===== config.mk =====
export PLATFORM = sky130hd
export DESIGN_NAME = int8_dot_product_shift_top
export DESIGN_NICKNAME = d
export VERILOG_FILES = /design/src/idp_pkg.sv /design/src/idp_lane.sv /design/src/idp_merge.sv /design/src/idp_accum.sv /design/src/int8_dot_product_shift_top.sv
export VERILOG_INCLUDE_DIRS = /design/src /design/src/src
export SDC_FILE = /design/constraint.sdc
export NUM_CORES = 2
export LEC_CHECK = 0
export ABC_CLOCK_PERIOD_IN_PS = 24700
export BUFFER_PORTS_ARGS = -buffer_cell sky130_fd_sc_hd__buf_2
export CORE_ASPECT_RATIO = 1.2
export CORE_MARGIN = 2
export CORE_UTILIZATION = 61
export CTS_BUF_LIST = sky130_fd_sc_hd__clkbuf_4
export DETAILED_ROUTE_END_ITERATION = 6
export GPL_ROUTABILITY_DRIVEN = 1
export GPL_TIMING_DRIVEN = 1
export HOLD_SLACK_MARGIN = 0.05
export MAX_ROUTING_LAYER = met4
export PLACE_DENSITY = 0.91
export SLEW_MARGIN = 20
export SYNTH_ARGS = -nofsm -noshare
export SYNTH_HDL_FRONTEND = slang
export SYNTH_SLANG_ARGS = --single-unit

===== constraint.sdc =====
create_clock -name i_clk -period 24.7 [get_ports i_clk]
set_input_delay 4.94 -clock i_clk [delete_from_list [all_inputs] [get_ports i_clk]]
set_output_delay 4.94 -clock i_clk [all_outputs]
set_load 0.01 [all_outputs]

===== src/int8_dot_product_shift_top_defines.svh =====
// ----------------------------------------------------------------------------
// Assertion macros for the int8 dot product block
// Shared concurrent assertion forms, clocked on the rising edge and
// disabled while reset is held.
// ----------------------------------------------------------------------------
`ifndef INT8_DOT_PRODUCT_SHIFT_TOP_DEFINES_SVH
`define INT8_DOT_PRODUCT_SHIFT_TOP_DEFINES_SVH

// Same-cycle implication
`define IDP_ASSERT_IMPL(lbl, clk, rst_n, ante, cons, msg) \
    lbl: assert property (@(posedge clk) disable iff (!rst_n) (ante) |-> (cons)) \
        else $error(msg);

// Next-cycle implication
`define IDP_ASSERT_NEXT(lbl, clk, rst_n, ante, cons, msg) \
    lbl: assert property (@(posedge clk) disable iff (!rst_n) (ante) |=> (cons)) \
        else $error(msg);

`endif


===== src/idp_pkg.sv =====
// ----------------------------------------------------------------------------
// idp_pkg
// Widths, register map and shared types of the int8 dot product block.
// ----------------------------------------------------------------------------
package idp_pkg;

    // Lane counts
    localparam int LANES_DEF  = 8;
    localparam int WORD_LANES = 8;   // bytes carried by one 64-bit field

    // Datapath widths
    localparam int BYTE_W  = 8;
    localparam int DATA_W  = 64;
    localparam int PROD_W  = 16;
    localparam int ACC_W   = 32;
    localparam int SHIFT_W = 5;

    // Register port
    localparam int APB_DW    = 32;
    localparam int APB_AW    = 3;
    localparam int REG_IDX_W = APB_AW - 2;
    localparam logic [REG_IDX_W-1:0] REG_RESULT_SHIFT = 1'b0;

    // Control that travels with each stage
    typedef struct packed {
        logic valid;
        logic last;
    } t_ctl;

endpackage


===== src/idp_lane.sv =====
// ----------------------------------------------------------------------------
// idp_lane
// One multiply lane: signed 8x8 product, registered.
// ----------------------------------------------------------------------------
module idp_lane import idp_pkg::*; (
    input  logic                     i_clk,
    input  logic                     i_en,
    input  logic [BYTE_W-1:0]        i_act,
    input  logic [BYTE_W-1:0]        i_wgt,
    output logic signed [PROD_W-1:0] o_prod
);

    logic signed [PROD_W-1:0] n_act_ext;
    logic signed [PROD_W-1:0] n_wgt_ext;
    logic signed [PROD_W-1:0] n_prod;
    logic signed [PROD_W-1:0] r_prod;

    // sign-extend both bytes, product fits exactly in 16 bits
    assign n_act_ext = {{(PROD_W-BYTE_W){i_act[BYTE_W-1]}}, i_act};
    assign n_wgt_ext = {{(PROD_W-BYTE_W){i_wgt[BYTE_W-1]}}, i_wgt};
    assign n_prod    = n_act_ext * n_wgt_ext;

    always_ff @(posedge i_clk) begin
        if (i_en) begin
            r_prod <= n_prod;
        end
    end

    assign o_prod = r_prod;

endmodule


===== src/idp_merge.sv =====
// ----------------------------------------------------------------------------
// idp_merge
// Sums the lane products into one registered partial sum.
// ----------------------------------------------------------------------------
module idp_merge import idp_pkg::*; #(
    parameter int NL    = LANES_DEF,
    parameter int SUM_W = PROD_W + $clog2(LANES_DEF)
) (
    input  logic                     i_clk,
    input  logic                     i_rst_n,
    input  logic                     i_en,
    input  t_ctl                     i_ctl,
    input  logic signed [PROD_W-1:0] i_prods [NL],
    output t_ctl                     o_ctl,
    output logic signed [SUM_W-1:0]  o_sum
);

    logic signed [SUM_W-1:0] n_sum;
    logic signed [SUM_W-1:0] r_sum;
    t_ctl                    r_ctl;

    // adder tree over the lanes
    always_comb begin
        n_sum = '0;
        for (int k = 0; k < NL; k++) begin
            n_sum = n_sum + SUM_W'(i_prods[k]);
        end
    end

    // control valid bits
    always_ff @(posedge i_clk) begin
        if (!i_rst_n) begin
            r_ctl <= '0;
        end else if (i_en) begin
            r_ctl <= i_ctl;
        end
    end

    // partial sum, no reset
    always_ff @(posedge i_clk) begin
        if (i_en) begin
            r_sum <= n_sum;
        end
    end

    assign o_ctl = r_ctl;
    assign o_sum = r_sum;

endmodule


===== src/idp_accum.sv =====
// ----------------------------------------------------------------------------
// idp_accum
// Wrapping 32-bit accumulator, result shift and output register.
// ----------------------------------------------------------------------------
`include "int8_dot_product_shift_top_defines.svh"

module idp_accum import idp_pkg::*; #(
    parameter int SUM_W = PROD_W + $clog2(LANES_DEF)
) (
    input  logic                    i_clk,
    input  logic                    i_rst_n,
    input  logic                    i_stall,
    input  t_ctl                    i_ctl,
    input  logic signed [SUM_W-1:0] i_sum,
    input  logic [SHIFT_W-1:0]      i_shift,
    output logic                    o_adv,
    output logic                    o_valid,
    output logic [ACC_W-1:0]        o_result
);

    logic [ACC_W-1:0] r_running_sum;
    logic [ACC_W-1:0] n_total;
    logic [ACC_W-1:0] r_fin;
    logic             r_fin_valid;
    logic [ACC_W-1:0] n_out;
    logic [ACC_W-1:0] r_out;
    logic             r_out_valid;
    logic             w_hold;

    // result held while the consumer stalls it
    assign w_hold = r_out_valid && i_stall;

    // upstream stops only when a finished sum waits behind a held result
    assign o_adv = !(w_hold && r_fin_valid);

    // accumulate, wraps mod 2^32
    assign n_total = r_running_sum + ACC_W'(i_sum);

    // arithmetic shift of the finished sum
    assign n_out = ACC_W'($signed(r_fin) >>> i_shift);

    // control state
    always_ff @(posedge i_clk) begin
        if (!i_rst_n) begin
            r_running_sum <= '0;
            r_fin_valid   <= 1'b0;
            r_out_valid   <= 1'b0;
        end else begin
            if (o_adv) begin
                if (i_ctl.valid) begin
                    r_running_sum <= i_ctl.last ? '0 : n_total;
                end
                r_fin_valid <= i_ctl.valid && i_ctl.last;
            end
            if (!w_hold) begin
                r_out_valid <= r_fin_valid;
            end
        end
    end

    // payload
    always_ff @(posedge i_clk) begin
        if (o_adv) begin
            r_fin <= n_total;
        end
        if (!w_hold) begin
            r_out <= n_out;
        end
    end

    assign o_valid  = r_out_valid;
    assign o_result = r_out;

    // checks
    `IDP_ASSERT_NEXT(a_sum_cleared, i_clk, i_rst_n, o_adv && i_ctl.valid && i_ctl.last, r_running_sum == '0, "running sum not cleared after last chunk")
    `IDP_ASSERT_IMPL(a_out_from_last, i_clk, i_rst_n, $rose(o_valid), $past(r_fin_valid), "result without a finished sum")
    `IDP_ASSERT_NEXT(a_frozen_holds, i_clk, i_rst_n, !o_adv, $stable(r_running_sum) && $stable(r_out_valid), "state moved while pipeline frozen")

endmodule


===== src/int8_dot_product_shift_top.sv =====
// ----------------------------------------------------------------------------
// int8_dot_product_shift_top
// Signed 8-bit dot product accumulator with shifted 32-bit result.
//
//   channel   direction  handshake          payload
//   -------   ---------  ---------          -------
//   input     in         i_valid / o_stall  i_act_bytes, i_weight_bytes, i_last_chunk
//   output    out        o_valid / i_stall  o_dot_result
//   config    in         APB psel/penable   paddr, pwdata, prdata
//
// One request per cycle while o_stall is low; a result reaches the output
// register through the lane multiply, adder tree, accumulate and shift
// registers once the request marked last is accepted.
// Reset clears the running sum, all stage valid bits and result_shift.
// A stalled result blocks requests only while a finished sum waits behind it;
// o_stall then follows i_stall in the same cycle.
// ----------------------------------------------------------------------------
module int8_dot_product_shift_top import idp_pkg::*; #(
    parameter int LANES = LANES_DEF
) (
    input  logic                i_clk,
    input  logic                i_rst_n,
    // input channel
    input  logic                i_valid,
    output logic                o_stall,
    input  logic [DATA_W-1:0]   i_act_bytes,
    input  logic [DATA_W-1:0]   i_weight_bytes,
    input  logic                i_last_chunk,
    // output channel
    output logic                o_valid,
    input  logic                i_stall,
    output logic signed [ACC_W-1:0] o_dot_result,
    // register port
    input  logic                psel,
    input  logic                penable,
    input  logic                pwrite,
    input  logic [APB_AW-1:0]   paddr,
    input  logic [APB_DW-1:0]   pwdata,
    output logic [APB_DW-1:0]   prdata,
    output logic                pready
);

    // lanes past the eighth carry no bytes
    localparam int NL    = (LANES < WORD_LANES) ? LANES : WORD_LANES;
    localparam int SUM_W = PROD_W + $clog2(NL);

    logic                     w_adv;
    logic                     w_out_valid;
    logic [ACC_W-1:0]         w_result;
    t_ctl                     r_s1_ctl;
    t_ctl                     w_s2_ctl;
    logic signed [PROD_W-1:0] w_prods [NL];
    logic signed [SUM_W-1:0]  w_sum;
    logic [SHIFT_W-1:0]       r_result_shift;
    logic                     w_wr;

    // pipeline advance comes from the accumulator stage
    assign o_stall = !w_adv;

    // stage 1 control
    always_ff @(posedge i_clk) begin
        if (!i_rst_n) begin
            r_s1_ctl <= '0;
        end else if (w_adv) begin
            r_s1_ctl.valid <= i_valid;
            r_s1_ctl.last  <= i_last_chunk;
        end
    end

    // multiply lanes
    for (genvar g = 0; g < NL; g++) begin : g_lane
        idp_lane u_lane (
            .i_clk  (i_clk),
            .i_en   (w_adv),
            .i_act  (i_act_bytes[g*BYTE_W +: BYTE_W]),
            .i_wgt  (i_weight_bytes[g*BYTE_W +: BYTE_W]),
            .o_prod (w_prods[g])
        );
    end

    // adder tree
    idp_merge #(
        .NL    (NL),
        .SUM_W (SUM_W)
    ) u_merge (
        .i_clk   (i_clk),
        .i_rst_n (i_rst_n),
        .i_en    (w_adv),
        .i_ctl   (r_s1_ctl),
        .i_prods (w_prods),
        .o_ctl   (w_s2_ctl),
        .o_sum   (w_sum)
    );

    // accumulator and output register
    idp_accum #(
        .SUM_W (SUM_W)
    ) u_accum (
        .i_clk    (i_clk),
        .i_rst_n  (i_rst_n),
        .i_stall  (i_stall),
        .i_ctl    (w_s2_ctl),
        .i_sum    (w_sum),
        .i_shift  (r_result_shift),
        .o_adv    (w_adv),
        .o_valid  (w_out_valid),
        .o_result (w_result)
    );

    assign o_valid      = w_out_valid;
    assign o_dot_result = $signed(w_result);

    // register writes
    assign w_wr   = psel && penable && pwrite;
    assign pready = 1'b1;

    always_ff @(posedge i_clk) begin
        if (!i_rst_n) begin
            r_result_shift <= '0;
        end else if (w_wr && (paddr[APB_AW-1:2] == REG_RESULT_SHIFT)) begin
            r_result_shift <= pwdata[SHIFT_W-1:0];
        end
    end

    // register reads
    always_comb begin
        case (paddr[APB_AW-1:2])
            REG_RESULT_SHIFT: prdata = {{(APB_DW-SHIFT_W){1'b0}}, r_result_shift};
            default:          prdata = '0;
        endcase
    end

endmodule


* Word-level counts from Yosys, hierarchy flattened *
Index checks and enable logic that the tools add are counted.
Widths: inputs -> output; s select.

word-level totals
  ROM bits = 0
  bits of input ports = 171
  output and inout port bits = 67
  memories = 0
  logic and storage cells = 47
  register bits after elaboration = 254
  memory bits (writable) = 0
  latch bits = 0

cells by class
  shift-type cells = 1
  add/sub/neg operators = 8
  multiply operators = 8
  divide/modulo/power cells = 0
  bitwise operators = 2
  reductions and logical operators = 7
  mux-type cells = 2
  equality and inequality tests = 0
  order comparisons = 0

operators by type and width
  kind               number
  $mul 8x8->16       8
  $add 19x16->19     5
  $add 32x32->32     1
  $mux 32            1
  $sshr 32x5->32     1
  $add 17x16->18     1
  $add 16x16->17     1
  $logic_and 1x1->1  6
  $mux 5             1
  $not 1->1          2
  $reduce_and 2->1   1

* Longest topological paths before layout *
  depth in word-level cells = 7
  gate-level depth with buffers = 26
  mapped depth without buffers = 26

* Modules after synthesis *
From an unflattened synthesis, not the netlist that was laid out.

second synthesis, totals
  cell total of the unflattened synthesis = 3541
  area, all modules = 35029.8 sq um

modules (own cells, without submodules)
  module                            area an instance (sq um)  sequential area each (sq um)  cells an instance  instances
  idp_lane at g_lane[3].u_lane ...  2991.6                    480.5                         300                5
  idp_accum                         6268.5                    2602.5                        628                1
  idp_lane at g_lane[0].u_lane ...  3012.9                    480.5                         305                2
  idp_merge                         4214.0                    610.6                         434                1
  idp_lane at g_lane[2].u_lane      3011.6                    480.5                         304                1
  int8_dot_product_shift_top        551.8                     140.1                         65                 1

* Least setup slack after synthesis *
No wires, ideal clock.

  kind = input to output
  start = in i_stall
  end = out o_stall
  stages on the path = 2
  arrival time = 10.265 ns
  slack = 9.495 ns
  path buffers = 0
  required time = 19.760 ns
  path through = nand3_1 -> inv_1

between the ends
  word-level cells in the longest chain between the ends = 2

ends and longest elaborated chain
  element            RTL line                          source
  start, declared    int8_dot_product_shift_top.sv:31  input logic i_stall,
  $logic_and 1x1->1  idp_accum.sv:31                   assign w_hold = r_out_valid && i_stall;
  $logic_and 1x1->1  idp_accum.sv:34                   assign o_adv = !(w_hold && r_fin_valid);
  end, declared      int8_dot_product_shift_top.sv:25  output logic o_stall,

Every way passes these cells.

* Final worst setup path *
Ends and elaborated chain as after synthesis.

==> flow_summary.ini <==
[setup_path]
path_class = in -> out
cp-startpoint = i_stall
worst_path_max_delay_cell = nand3_4
crit_end = o_stall
critPathCaptureType = output port
crit_cells = 4
cp_data_required_time_ps = 19760
cp_cell_sequence = buf_2, nand3_4, inv_1, buf_2
critical_path_buf_inv_count = 3
cpLargestDelayFamily = simple AND/OR/NAND/NOR gates
cp_slowest_stage_delay_ps = 430
cp_max_fo = 42
reg2reg_from = g_lane[0].u_lane.o_prod[1]
worst-r2r-cell-count = 26
cp_data_arrival_time_ps = 5790
r2r_end = u_merge.o_sum[18]
cp-start-kind = input pin
critPathMostFrequentCell = buf_2
regToRegSetupSlack_ps = 18100

[floorplanning]
boundaryPins = 238
die_w_um = 220
die-area_um2 = 58000
die_height_um = 263
rows = 95
coreArea_um2 = 55700
start_util_pct = 61.3

[clock_network]
cts_tree = yes
cts.path.max_buffers = 3
ctsHoldBuffers = 0
clockRootBuffer = clkbuf_4
clock_latency_ps = 720
clock_sinks = 254
post_cts_buffers = 0
cts_max_level = 3
cts.clk_slew.worst_paths_ps = 70
cts_resized = 0
cts_made_buffers = 66

[flow_run]
cap_violations = 0

[detailed_routing]
drc = 0
wl_per_cell_um = 16.0
top_layer_used = met4
wl_met3_um = 2890
wirelength_um = 70300
num_vias = 24014
avgViaCountPerCell = 5.45
wl_met1_um = 27800
antenna_left = 0
drt_iter0_markers = 1548
drt_pre_antenna_iters = 6
wl_met2_um = 37600

[timing]
slew_violations = 0
timing.hold.ws_ps = 477
hold_viol = 0
fin_ws_ps = 13970
finalClockSkew_ps = 80.8
relSlewSlack_pct = 39.1
worst_pin_slew_ps = 913
finalSetupViolations = 0
timing.fmax_mhz = 93.2
period_needed_ps = 10730
min_period_over_period_pct = 43.4
finalSetupTns_ps = 0
rsz0062_at_grt = false

[synth]
async_flop_share_pct = 0
synth_area_leader_cell = fa_1
postSynthCellCount = 3420
synth_cell_type_count = 69
netlist_area_um2 = 34200
ys_top_cells_by_area = fa_1 (31%), edfxtp_1 (19%), ha_1 (11%), inv_1 (7.6%), and2_1 (5.7%)
ys.flop_type = edfxtp_1
synth_seq_cells = 254
syn_area_per_cell_um2 = 9.99
synth-seq-area-share_pct = 21.1
synth-edff-count = 211
yosysTopAreaCellShare_pct = 30.9
synth_warnings = 0

[grt]
gr-total-overflow = 0
antenna_found_initial = 2
grt_pass1_wl_um = 121000
grt_max_degree = 93
grt.total_usage_pct = 26.5
grt_pass1_vias = 25746

[place]
dp_hpwl_um = 57900
portBuffers = 180
pre_cts_slack_ps = 13950
routabilityCongestion = 0.916
placed_area_um2 = 35800

[hold_path]
holdCritPathClass = reg -> reg

[run_status]
outcome = finished, final reports clean

[cells_and_area]
final_nets = 4617
stdcell_area_um2 = 36800
synthToLayoutAreaGrowth_pct = 7.57
drive_above_1_share_pct = 9.12
## cell usage in the layout (no fill, tap or decap), types with 28 or more instances in the layout
cell	n
and2_1	313
mux2i_1	38
a21o_1	36
edfxtp_1	211
buf_2	180
nand2b_1	71
dfxtp_1	43
a21oi_1	108
xnor2_1	139
nor3_1	35
o21ai_0	118
clkbuf_4	92
inv_1	689
fa_1	527
ha_1	296
conb_1	28
nand2_1	266
nor2b_1	50
nor2_1	107
## sequential cells by signal, summed over array words and instances, names as in the netlist
register	count
u_accum.o_valid	1
u_accum.r_running_sum	32
r_s1_ctl	2
u_merge.o_ctl	2
g_lane.u_lane.o_prod	128
u_accum.o_result	32
r_result_shift	5
u_merge.o_sum	19
u_accum.r_fin_valid	1
u_accum.r_fin	32
## area by class of cell
cell class | instances | area, um^2
Tap cell | 727 | 910
Clock buffer | 92 | 691
Antenna cell | 2 | 5.00
Clock inverter | 28 | 305
Inverter | 690 | 2590
Fill cell | 4138 | 19000
Sequential cell | 254 | 7200
Timing Repair Buffer | 188 | 965
Multi-Input combinational cell | 2423 | 24100
## per-layer routing
metal	track usage [%]	vias to the layer above
met5	-	-
met2	46.6	639
met1	31.3	11908
met3	2.95	152
li1	-	11315
met4	9.09	0
## stage by stage
stage / cells / util (%)
3_5_place_dp: 4282 / 64.2
2_1_floorplan: 3446 / -
3_3_place_gp: 4282 / 64.1
4_1_cts: 4402 / 65.9
5_1_grt: 4404 / 66.0
6_report: 4404 / 66.0
## how the worst min path moves through the flow
stage                                    from                   endpoint  slack [ps]  cells past startpoint
global placement    u_accum.r_running_sum[24]  u_accum.r_running_sum[24]         460                      1
finish              u_accum.r_running_sum[26]  u_accum.r_running_sum[26]         480                      1
floorplan            u_accum.r_running_sum[2]   u_accum.r_running_sum[2]         450                      2
CTS                 u_accum.r_running_sum[26]  u_accum.r_running_sum[26]         480                      1
detailed placement  u_accum.r_running_sum[24]  u_accum.r_running_sum[24]         460                      1
global route        u_accum.r_running_sum[26]  u_accum.r_running_sum[26]         490                      1
## cells in the mapped netlist, types with 9 or more instances
master,number
a21o_1,36
a211oi_1,11
inv_1,689
ha_1,296
mux4_2,12
xnor2_1,139
and3_1,11
fa_1,527
and2_1,313
o21ai_0,118
edfxtp_1,211
nand2b_1,71
or3_1,17
a21boi_0,26
nor3_1,35
o211ai_1,9
a21oi_1,108
buf_4,28
nor2_1,107
nand2_1,267
mux2_2,9
mux2i_1,38
xor2_1,26
nand3_1,25
dfxtp_1,43
a22o_1,13
nor2b_1,50
a22oi_1,11
clkbuf_1,45
## logic make-up after synthesis
| logic type | share of synthesized area (%) |
|---|---|
| simple gates | 14.3 |
| fa+ha+maj | 41.7 |
| buf+inv | 8.77 |
| compound gates | 7.77 |
| flops | 21.1 |
| xor+xnor | 4.23 |
| mux | 2.20 |
| other cells | 0.0220 |
Power is not shown: default switching activity piles up to over one toggle a cycle in this logic, so the estimate is an artifact.
